===== src/design/mlpf_pkg.sv =====
// mlpf_pkg: types and constants shared by the MLP inference block.
// No dependencies.
package mlpf_pkg;
  localparam int MAX_LAYERS = 4;
  localparam int MAX_WIDTH  = 16;
  localparam int DATA_WIDTH = 16;

  localparam logic [1:0] FUNC_WEIGHT = 2'd0;
  localparam logic [1:0] FUNC_BIAS   = 2'd1;
  localparam logic [1:0] FUNC_SAMPLE = 2'd2;
  localparam logic [1:0] FUNC_NONE   = 2'd3;

  localparam logic [2:0] REG_LAYER_COUNT = 3'd0;
  localparam logic [2:0] REG_INPUT_WIDTH = 3'd1;
  localparam logic [2:0] REG_OUT_WIDTH_0 = 3'd2;
  localparam logic [2:0] REG_OUT_WIDTH_3 = 3'd5;

  localparam int FRAC_BITS = 8;

  // request handed from the front end to the back end
  typedef struct packed {
    logic [1:0]  func;
    logic [1:0]  layer_sel;
    logic [3:0]  node_sel;
    logic [3:0]  elem_index;
    logic [15:0] value;
    logic        is_last;
  } req_t;

  typedef struct packed {
    logic [15:0] q_value;
    logic [3:0]  out_index;
    logic        last_out;
    logic        saturated;
  } res_t;
endpackage


===== src/design/mlpf_front.sv =====
// mlpf_front: accepts requests, drops unused codes, queues the rest.
// Depends on mlpf_pkg.
module mlpf_front #(
  parameter int QDEPTH = 4
) (
  input  logic            clk,
  input  logic            rst_n,
  input  logic            push,
  output logic            full,
  input  mlpf_pkg::req_t  req_in,
  output logic            q_valid,
  input  logic            q_take,
  output mlpf_pkg::req_t  q_req
);
  localparam int AW = $clog2(QDEPTH);
  mlpf_pkg::req_t buf_r [QDEPTH];
  logic [AW-1:0] wp_r, rp_r;
  logic [AW:0]   cnt_r, cnt_nxt;
  logic          wr;

  assign full    = (cnt_r == (AW+1)'(QDEPTH));
  assign wr      = push && !full && (req_in.func != mlpf_pkg::FUNC_NONE);
  assign q_valid = (cnt_r != '0);
  assign q_req   = buf_r[rp_r];

  always_comb begin
    cnt_nxt = cnt_r;
    if (wr && !(q_take && q_valid)) cnt_nxt = cnt_r + 1'b1;
    else if (!wr && q_take && q_valid) cnt_nxt = cnt_r - 1'b1;
  end

  always_ff @(posedge clk) begin
    if (wr) buf_r[wp_r] <= req_in;
    if (!rst_n) begin
      wp_r <= '0; rp_r <= '0; cnt_r <= '0;
    end else begin
      if (wr) wp_r <= wp_r + 1'b1;
      if (q_take && q_valid) rp_r <= rp_r + 1'b1;
      cnt_r <= cnt_nxt;
    end
  end
endmodule


===== config.mk =====
export PLATFORM = sky130hd
export DESIGN_NAME = mlpf_front
export DESIGN_NICKNAME = d
export VERILOG_FILES = /design/src/design/mlpf_pkg.sv /design/src/design/mlpf_front.sv
export SDC_FILE = /design/constraint.sdc
export NUM_CORES = 1
export LEC_CHECK = 0
export ABC_CLOCK_PERIOD_IN_PS = 5900
export BUFFER_PORTS_ARGS = -buffer_cell sky130_fd_sc_hd__buf_2
export CAP_MARGIN = 20
export CORE_UTILIZATION = 60
export DETAILED_ROUTE_END_ITERATION = 7
export HOLD_SLACK_MARGIN = 0.02
export PLACE_DENSITY = 0.81
export SLEW_MARGIN = 20
export SYNTH_ARGS = -nofsm -noshare
export SYNTH_HDL_FRONTEND = slang
export SYNTH_SLANG_ARGS = --single-unit

===== constraint.sdc =====
create_clock -name clk -period 5.9 [get_ports clk]
set_clock_uncertainty 0.05 [all_clocks]
set_input_delay 0.295 -clock clk [delete_from_list [all_inputs] [get_ports clk]]
set_output_delay 0.295 -clock clk [all_outputs]
set_load 0.01 [all_outputs]

# == Yosys cells after proc, flatten, opt, wreduce, memory -nomap -nowiden ==
# Memory sizes are Yosys's and may differ from the RTL's. A register that Yosys moved wholly into a read port is not among the register bits.
# Index checks and enable logic that the tools add are counted.
# classes
add_sub_neg,4
mux,6
n_reduce_logical,11
eq_ne,2
# ops
cell,n
1-bit logical AND,6
3-bit two-way mux,2
2-bit by 1-bit adder with 2-bit output (second input constant),2
2-bit two-way mux,2
3-bit by 1-bit adder with 3-bit output (second input constant),1
3-bit equality test (second input constant),1
1-bit zero test,3
3-bit nonzero test,1
3-bit by 1-bit subtractor with 3-bit output (second input constant),1
1-bit two-way mux,2
2-bit inequality test (second input constant),1
2-bit nonzero test,1
# word_totals
memories,1
ff_bits,7
elab_cells,27
inputBits,33
ram_bits,116
out_inout_bits,31
# mem_list
name,words,word_bits,rd,rd_ports_with_merged_regs,wr,line,rtl
buf_r,4,29,1,1,1,mlpf_front.sv:16,mlpf_pkg::req_t buf_r [QDEPTH];

# == Logic depth before layout (Yosys ltp) ==
# Gate-level depths: netlist of the first run.
# logic_depth
depth_word,9
depth_mapped,8
ltp_nobuf,7

# == Least setup slack after synthesis of the first run ==
# Ideal clock, no wire load.
# synth_path
path_type,register -> register
startpoint,register cnt_r[0]
endpoint,memory buf_r[0][0] (netlist name) (enable)
n_path_buf,1
period_less_slack_ns,2.052
setup_slack_ns,3.848
arrival_time_ns,1.613
setup_ns,0.389
path_stages_with_launch,5
required_ns,5.461
path_cell_list,dfxtp_1 -> or3b_4 -> and3_1 -> buf_6 -> and2_1
# synth_between
elab_chain_cells,6
# synth_lines
element,line,rtl
"start, declared",mlpf_front.sv:18,"logic [AW:0] cnt_r, cnt_nxt;"
"start signal, assigned",mlpf_front.sv:39,cnt_r <= cnt_nxt;
3-bit equality test,mlpf_front.sv:21,assign full = (cnt_r == (AW+1)'(QDEPTH));
1-bit zero test,mlpf_front.sv:22,assign wr = push && !full && (req_in.func != mlpf_pkg::FUNC_NONE);
1-bit logical AND (2 in series),mlpf_front.sv:22,
1-bit two-way mux,mlpf_front.sv:33,if (wr) buf_r[wp_r] <= req_in;
1-bit two-way mux (not written as such),mlpf_front.sv:33,
"end, declared",mlpf_front.sv:16,
# Every way passes these cells.

==> results of run 1 <==
-- area by class of cell --
class,count,area share [%]
sequential,125,60.3
multi-input combinational,69,15.9
timing repair buffer,95,10.3
clock buffer,17,6.81
clock inverter,15,4.41
tap,99,2.04
inverter,3,0.185
-- routing by layer --
layer | wire length (um) | vias to the layer above | part of all wire [%] | GRT usage, %
li1 | - | 1055 | - | -
met1 | 4100 | 1268 | 41 | 36.7
met2 | 5100 | 127 | 52 | 42.7
met3 | 606 | 8 | 6.1 | 8.00
met4 | 89 | 0 | 0.90 | 8.47
met5 | 0 | - | 0 | 0
-- worst max-delay path, stage by stage, from the launching register on --
cell	delay, ps
dfxtp_1	560
buf_4	390
mux4_2	380
buf_2	180
-- power groups by stage --
| stage | registers, mW | clock network, mW | logic [mW] |
|---|---|---|---|
| 4_1_cts | 1.16 | 1.20 | 0.514 |
| 5_1_grt | 1.18 | 1.24 | 0.545 |
| 3_5_place_dp | 1.17 | 0 | 0.485 |
| 3_3_place_gp | 1.17 | 0 | 0.473 |
| 6_report | 1.16 | 1.19 | 0.512 |
| 2_1_floorplan | 1.10 | 0 | 0.385 |
-- synthesized netlist by cell type, drive strengths merged (2+ instances only) --
master	number
and2	8
and3	2
buf	5
clkbuf	3
dfxtp	9
edfxtp	116
ha	4
inv	3
mux2i	3
mux4	29
nand2	8
nand2b	2
nand3	2
xnor2	4
-- state kept, by name, summed over array words and instances, names as in the netlist, named ones only --
signal,count
cnt_r,3
buf_r,116
rp_r,2
wp_r,2
-- metrics by stage --
step	power, mW	setup slack (ps)	instances	util [%]
floorplan	1.49	3850	205	-
global placement	1.64	3680	362	68.9
detailed placement	1.66	3690	362	68.9
CTS	2.88	3140	423	82.0
global route	2.96	3410	423	82.0
finish	2.87	3530	423	82.0
-- logic make-up (layout without fill, tap and decap cells) --
| kind of cell | Yosys count | in the layout |
|---|---|---|
| simple gates | 25 | 25 |
| mux | 32 | 32 |
| buf+inv | 11 | 130 |
| fa+ha+maj | 5 | 5 |
| xor+xnor | 4 | 4 |
| flops | 125 | 125 |
| compound gates | 3 | 3 |
-- worst paths after layout --
| kind | start | endpoint | slack [ps] |
|---|---|---|---|
| max | flip-flop | q_req[27] | 3530 |
| min | rst_n | flip-flop | 100 |
| max reg2reg | cnt_r[1] | cnt_r[2] | 3730 |
| min reg2reg | wp_r[1] | wp_r[1] | 480 |
-- placed cells by master, fill, tap and decap left out, drive strengths merged, types with 3 or more instances in the layout --
cell type,instances
and2,8
buf,66
bufinv,7
clkbuf,17
clkinv,4
clkinvlp,3
dfxtp,9
dlygate4sd3,29
edfxtp,116
ha,4
inv,4
mux2i,3
mux4,29
nand2,8
xnor2,4
-- repair_timing --
| action | in CTS | in global routing |
|---|---|---|
| hold buffers | 29 | 0 |
| endpoints found under the hold margin | 116 | 0 |
| endpoints found under the setup margin | 0 | 0 |
| buffers inserted | 0 | 0 |
==> impl_metrics.json, run 1 <==
{
  "synth-seq-cells": 125,
  "rsz0062_at_grt": "no",
  "crit_required_ps": 5560,
  "path_clk_slew_ps": 60,
  "synth_top_family_by_area": "multiplexers",
  "die_w_um": 90.3,
  "powerDensity_mw_per_mm2": 471,
  "syn_area_mm2": 0.00468,
  "die_h_um": 90.3,
  "grt_pass1_wl_mm": 15.2,
  "worst_pin_slew_ps": 805,
  "synth_nets": 243,
  "drive_above_1_share_pct": 40.4,
  "end_kind": "output port",
  "n_antenna_cell": 0,
  "antenna_found_initial": 0,
  "clk_path_buf_depth": 2,
  "gp_congestion": 0.739,
  "synth_edf_count": 116,
  "core_area_mm2": 0.00741,
  "synth_ff_type": "edfxtp_1",
  "synth_compound_area_share_pct": 0.802,
  "async_flop_share_pct": 0,
  "htreeDepth": 4,
  "final.setup.tns_ps": 0,
  "slew_headroom_pct": 46.3,
  "first_pass_iters": 4,
  "setup_viol_count_final": 0,
  "max_freq_ghz": 0.421,
  "start_kind": "flip-flop",
  "status": "complete, no violations",
  "area_growth_syn_to_layout_pct": 29.8,
  "power_frac_clock_pct": 41.7,
  "p_sw_share_pct": 24.7,
  "cts_tree": "built",
  "syn_area_per_cell_um2": 22.8,
  "p_sw_mw": 0.707,
  "hold_viol": 0,
  "min_path_type": "in -> reg",
  "p_seq_share_pct": 40.5,
  "path_class": "reg -> out",
  "yosys_warnings": 0,
  "cap_violations": 0,
  "dieArea_mm2": 0.00816,
  "vdd_drop_max_v": 0.000380,
  "yosys.area_share.xor_xnor_pct": 0.748,
  "multi_input_area_um2": 965,
  "io_pins": 64,
  "vias": 2458,
  "drt_wl_total_mm": 9.89,
  "port_buffers": 63,
  "yosys.area_share.simple_pct": 2.91,
  "fin_nets": 349,
  "fillers": 329,
  "p_int_mw": 2.16,
  "critical_path_arrival_ps": 2030,
  "clock-sinks": 125,
  "synth_top_area_share_pct": 74.4,
  "netlist_instances": 205,
  "ys_types": 23,
  "cts_resized": 0,
  "period_needed_ps": 2370,
  "grt_max_degree": 30,
  "drtIter0Drc": 197,
  "start_util_pct": 63.2,
  "synthMuxAreaShare_pct": 14.6,
  "via_per_inst": 5.81,
  "grt_pass1_vias": 2571,
  "min_delay_path_depth": 2,
  "worst_hold_slack_ps": 96.2,
  "total_leakage_power_nw": 2.15,
  "drv_slew": 0,
  "crit_path_max_fanout": 23,
  "drc": 0,
  "combPwrFrac_pct": 17.9,
  "regArea_mm2": 0.00367,
  "wire_per_inst_um": 23.4,
  "yosysTopAreaCell": "edfxtp_1",
  "ant_nets": 0,
  "reg2regPathDepth": 7,
  "period_share_pct": 40.2,
  "track_usage_pct": 26.9,
  "ys_seq_area_share_pct": 78.2,
  "clkLatencyLatePin_ps": 510,
  "root_buffer": "clkbuf_8",
  "overflow": 0,
  "synthAdderAreaFrac_pct": 1.50,
  "cts_made_buffers": 17,
  "dpl.hpwl_mm": 4.76,
  "synth.top_cells.by_area": "edfxtp_1 (74%), mux4_2 (14%), dfxtp_1 (3.8%)",
  "finalInstanceArea_mm2": 0.00608,
  "fp-row-count": 31,
  "placed_cell_area_mm2": 0.00510
}
Power figures use the tool's default switching activity.
==> inputs of run 2 (changes only) <==
--- a/config.mk
+++ b/config.mk
@@ -5,13 +5,13 @@
 export SDC_FILE = /design/constraint.sdc
 export NUM_CORES = 1
 export LEC_CHECK = 0
-export ABC_CLOCK_PERIOD_IN_PS = 5900
+export ABC_CLOCK_PERIOD_IN_PS = 2090
 export BUFFER_PORTS_ARGS = -buffer_cell sky130_fd_sc_hd__buf_2
 export CAP_MARGIN = 20
-export CORE_UTILIZATION = 60
+export CORE_UTILIZATION = 51
 export DETAILED_ROUTE_END_ITERATION = 7
 export HOLD_SLACK_MARGIN = 0.02
-export PLACE_DENSITY = 0.81
+export PLACE_DENSITY = 0.73
 export SLEW_MARGIN = 20
 export SYNTH_ARGS = -nofsm -noshare
 export SYNTH_HDL_FRONTEND = slang
==> constraint.sdc (replaced) <==
create_clock -name clk -period 2.09 [get_ports clk]
set_clock_uncertainty 0.05 [all_clocks]
set_input_delay 0.1045 -clock clk [delete_from_list [all_inputs] [get_ports clk]]
set_output_delay 0.1045 -clock clk [all_outputs]
set_load 0.01 [all_outputs]
==> impl_metrics.json, run 2 (synthesized netlist as in run 1, its figures left out) <==
{
  "area_growth_syn_to_layout_pct": 30.7,
  "fin_nets": 357,
  "clkLatencyLatePin_ps": 520,
  "finalInstanceArea_mm2": 0.00612,
  "cts_tree": "built",
  "total_leakage_power_nw": 2.17,
  "power_frac_clock_pct": 38.4,
  "root_buffer": "clkbuf_8",
  "p_int_mw": 5.83,
  "track_usage_pct": 18.6,
  "combPwrFrac_pct": 21.7,
  "reg.largest.list": "buf_r x116, cnt_r x3",
  "path_clk_slew_ps": 60,
  "final_common_cell": "edfxtp_1",
  "core_area_mm2": 0.00881,
  "violations": "design-rule violations",
  "vias": 2316,
  "overflow": 0,
  "port_buffers": 63,
  "via_per_inst": 5.26,
  "ant_nets": 0,
  "fillers": 558,
  "start_kind": "flip-flop",
  "io_pins": 64,
  "die_w_um": 97.8,
  "drive_above_1_share_pct": 41.6,
  "drv_slew": 0,
  "slew_headroom_pct": 47.1,
  "regMostFlops": "buf_r",
  "grt_max_degree": 30,
  "cp_slowest_stage_delay_ps": 530,
  "powerDensity_mw_per_mm2": 1270,
  "path_cells": "buf_12, mux4_2, buf_2",
  "setup_viol_count_final": 0,
  "layout_common_cells": "edfxtp_1 (116), buf_2 (63), dlygate4sd3_1 (33), mux4_2 (29), clkbuf_16 (16)",
  "crit_family": "multiplexers",
  "p_sw_share_pct": 24.9,
  "hold_viol": 0,
  "fp-row-count": 34,
  "die_h_um": 97.8,
  "worst_path_max_delay_cell": "mux4_2",
  "critical_path_arrival_ps": 1840,
  "crit_path_max_fanout": 15,
  "wire_per_inst_um": 17.9,
  "p_seq_share_pct": 39.9,
  "status": "finished with violations",
  "p_sw_mw": 1.93,
  "grt_pass1_wl_mm": 12.4,
  "cts_made_buffers": 17,
  "path_buf_inv": 2,
  "drc": 14,
  "vdd_drop_max_v": 0.00103,
  "worst_pin_slew_ps": 793,
  "post_cts_buffers": 0,
  "max_freq_ghz": 0.501,
  "clk_path_buf_depth": 2,
  "path_class": "reg -> out",
  "antenna_found_initial": 0,
  "start_util_pct": 53.2,
  "htreeDepth": 4,
  "dpl.hpwl_mm": 4.36,
  "placed_cell_area_mm2": 0.00517,
  "dieArea_mm2": 0.00957,
  "drtIter0Drc": 94,
  "largest_reg_flops": 116,
  "end_kind": "output port",
  "final.setup.tns_ps": 0,
  "gp_congestion": 0.760,
  "period_share_pct": 95.5,
  "rsz0062_at_grt": "no",
  "crit_required_ps": 1940,
  "cap_violations": 0,
  "clock-sinks": 125,
  "first_pass_iters": 8,
  "min_path_type": "in -> reg",
  "period_needed_ps": 2000,
  "n_antenna_cell": 0,
  "drt_wl_total_mm": 7.86,
  "grt_pass1_vias": 2441
}
run 2: changes by cell type in the layout (fill, tap and decap cells not counted), sizes merged:
cell / before / now
inv: 4 / 3
buf: 66 / 70
clkinvlp: 3 / 2
dlygate4sd3: 29 / 33
bufinv: 7 / 4
clkinv: 4 / 9
run 2: layout make-up:
type | count | area (um2) | area share (%)
clock inverters | 15 | 198 | 3.23
repair buffers | 103 | 723 | 11.8
flip-flops and latches | 125 | 3670 | 60.0
well taps | 108 | 135 | 2.21
multi-input cells | 69 | 968 | 15.8
clock buffers | 17 | 414 | 6.77
inverters | 3 | 11.3 | 0.184
run 2: worst paths after layout:
path | from | endpoint | slack, ps | depth (start not counted)
setup / recovery | flip-flop | q_req[13] | 90 | 3
hold / removal | req_in[16] | buf_r[0][16] | 290 | 2
setup reg to reg | cnt_r[2] | cnt_r[2] | 140 | 7
hold reg to reg | rp_r[1] | flip-flop | 540 | 2
run 2: power by group through the flow:
stage          Combinational [mW]  Clock, mW  Sequential, mW
6_report                     1.68       2.98            3.10
5_1_grt                      1.82       3.13            3.13
3_3_place_gp                 1.64          0            3.14
4_1_cts                      1.71       3.02            3.11
2_1_floorplan                1.09          0            3.11
3_5_place_dp                 1.66          0            3.15
run 2: what timing repair did:
item,CTS,global route
gates resized for setup,1,1
endpoints found under the setup margin,7,1
endpoints found under the hold margin,125,0
hold buffers,33,0
run 2: per-stage QoR:
step / worst slack [ps] / power, mW / hold WS, ps / std cells / util [%]
3_3_place_gp: 135 / 4.78 / 268 / 375 / 58.7
3_5_place_dp: 74.2 / 4.81 / 276 / 375 / 58.7
2_1_floorplan: 38.1 / 4.19 / 153 / 205 / -
5_1_grt: 9.21 / 8.07 / 277 / 440 / 69.5
4_1_cts: 54.5 / 7.84 / 265 / 440 / 69.5
6_report: 93.1 / 7.77 / 286 / 440 / 69.5
run 2: worst register-to-register path: stages (launching register included):
cell and delay [ps]:
dfxtp_1 310, or3b_4 240, and3_2 240, nand2_1 80, fa_1 380, and3_1 170
a32oi_1 210, mux2i_1 210
run 2: layer usage:
metal | up-vias | track usage, % | routed length, um
li1 | 1069 | - | -
met1 | 1169 | 21.5 | 3240
met2 | 61 | 30.7 | 4070
met3 | 17 | 7.23 | 372
met4 | 0 | 8.74 | 165
met5 | - | 0 | 0
==> inputs of run 3 (changes only) <==
--- a/config.mk
+++ b/config.mk
@@ -5,13 +5,13 @@
 export SDC_FILE = /design/constraint.sdc
 export NUM_CORES = 1
 export LEC_CHECK = 0
-export ABC_CLOCK_PERIOD_IN_PS = 2090
+export ABC_CLOCK_PERIOD_IN_PS = 2500
 export BUFFER_PORTS_ARGS = -buffer_cell sky130_fd_sc_hd__buf_2
 export CAP_MARGIN = 20
-export CORE_UTILIZATION = 51
+export CORE_UTILIZATION = 60
 export DETAILED_ROUTE_END_ITERATION = 7
 export HOLD_SLACK_MARGIN = 0.02
-export PLACE_DENSITY = 0.73
+export PLACE_DENSITY = 0.81
 export SLEW_MARGIN = 20
 export SYNTH_ARGS = -nofsm -noshare
 export SYNTH_HDL_FRONTEND = slang
==> constraint.sdc (replaced) <==
create_clock -name clk -period 2.5 [get_ports clk]
set_clock_uncertainty 0.05 [all_clocks]
set_input_delay 0.125 -clock clk [delete_from_list [all_inputs] [get_ports clk]]
set_output_delay 0.125 -clock clk [all_outputs]
set_load 0.01 [all_outputs]
==> impl_metrics.json, run 3 (synthesized netlist as in run 1, its figures left out) <==
{
  "rsz0062_at_grt": "no",
  "min_path_type": "in -> reg",
  "crit_required_ps": 2890,
  "grt_pass1_wl_mm": 15.4,
  "antenna_found_initial": 0,
  "path_cells": "or3b_4, and3_1, nand2_1, fa_1, and3_1, a32oi_1, mux2i_1",
  "io_pins": 64,
  "path_clk_slew_ps": 60,
  "die_w_um": 90.3,
  "worst_pin_slew_ps": 767,
  "powerDensity_mw_per_mm2": 1060,
  "cpMostUsedCell": "and3_1",
  "largest_reg_flops": 116,
  "cts_tree": "built",
  "core_area_mm2": 0.00741,
  "grt_pass1_vias": 2642,
  "critical_path_arrival_ps": 2540,
  "track_usage_pct": 27.0,
  "drv_slew": 0,
  "via_per_inst": 5.84,
  "cap_violations": 0,
  "top_layer_used": "met4",
  "period_share_pct": 86.2,
  "end_kind": "flip-flop",
  "port_buffers": 63,
  "n_antenna_cell": 0,
  "start_kind": "flip-flop",
  "final_common_cell": "edfxtp_1",
  "cp_slowest_stage_delay_ps": 470,
  "drive_above_1_share_pct": 39.9,
  "htreeDepth": 4,
  "start_util_pct": 63.2,
  "path_class": "reg -> reg",
  "post_cts_buffers": 0,
  "gp_congestion": 0.711,
  "max_freq_ghz": 0.464,
  "vias": 2484,
  "crit_path_max_fanout": 7,
  "wire_per_inst_um": 23.2,
  "status": "complete, no violations",
  "die_h_um": 90.3,
  "dpl.hpwl_mm": 4.60,
  "wl_met2_mm": 5.24,
  "wl_met3_um": 578,
  "path_buf_inv": 0,
  "dieArea_mm2": 0.00816,
  "drtIter0Drc": 180,
  "ant_nets": 0,
  "fillers": 347,
  "total_leakage_power_nw": 2.12,
  "regMostFlops": "buf_r",
  "root_buffer": "clkbuf_8",
  "fin_nets": 352,
  "area_growth_syn_to_layout_pct": 28.2,
  "reg.largest.list": "buf_r x116, cnt_r x3",
  "clock-sinks": 125,
  "clk_path_buf_depth": 2,
  "wl_met1_mm": 3.82,
  "period_needed_ps": 2150,
  "cts_made_buffers": 17,
  "fp-row-count": 31,
  "overflow": 0,
  "slew_headroom_pct": 48.8,
  "crit_family": "simple AND/OR/NAND/NOR gates",
  "hold_viol": 0,
  "final.setup.tns_ps": 0,
  "grt_max_degree": 30,
  "first_pass_iters": 4,
  "vdd_drop_max_v": 0.000606,
  "setup_viol_count_final": 0,
  "layout_common_cells": "edfxtp_1 (116), buf_2 (63), dlygate4sd3_1 (31), mux4_2 (29), clkbuf_16 (16)",
  "worst_path_max_delay_cell": "dfxtp_1",
  "drt_wl_total_mm": 9.85,
  "drc": 0,
  "finish.utilization_pct": 81.0,
  "cts_resized": 0,
  "clkLatencyLatePin_ps": 510
}
[run 3: changes by cell type in the layout (fill, tap and decap cells not counted), sizes merged]
cell / change
buf: -3
bufinv: -1
clkbuf: +1
clkinv: -2
clkinvlp: +1
dlygate4sd3: -2
[run 3: power by group]
part | leakage, nW | total, mW | internal, mW | switching (mW)
clock | 0.274 | 2.36 | 1.50 | 0.861
sequential | 1.13 | 2.63 | 2.50 | 0.122
combinational | 0.714 | 1.37 | 0.701 | 0.664
total | 2.12 | 6.35 | 4.70 | 1.65
[run 3: cell type report]
type	instances	area, um2	share of cell area, %
flip-flops and latches	125	3660	61.1
well taps	99	124	2.06
inverters	3	11.3	0.188
clock inverters	13	150	2.50
repair buffers	98	668	11.1
multi-input cells	69	965	16.1
clock buffers	18	418	6.96
[run 3: path summary, 6_finish.rpt]
path,end,cells after the start,slack [ps],from
worst max-delay path,cnt_r[2],7,350,cnt_r[0]
worst min-delay path,flip-flop,4,60,q_take
worst max register to register,cnt_r[2],7,350,cnt_r[0]
worst min register to register,cnt_r[2],2,510,cnt_r[2]
[run 3: through the flow]
stage / area (um2) / total power, mW / hold slack [ps] / setup WS [ps] / instances
2_1_floorplan: 4680 / 3.51 / 174 / 448 / 205
3_3_place_gp: 5120 / 3.91 / 288 / 432 / 363
3_5_place_dp: 5120 / 3.95 / 294 / 352 / 363
4_1_cts: 6000 / 6.35 / 55.7 / 333 / 425
5_1_grt: 6000 / 6.56 / 83.4 / 170 / 425
6_report: 6000 / 6.35 / 64.6 / 346 / 425
[run 3: tightest hold or removal path, cell delays in order]
cell and delay [ps]:
buf_2 130, o31ai_4 90, xnor2_1 80, and2_1 150
[run 3: metal layers]
layer | GRT usage [%] | up-vias
met5 | 0 | -
met4 | 11.7 | 0
met3 | 6.57 | 19
met2 | 45.3 | 116
met1 | 34.0 | 1290
li1 | - | 1059
[run 3: what timing repair did]
action,4_1_cts,5_1_grt
hold buffers,31,0
hold endpoints to repair,125,0
endpoints found under the setup margin,0,0
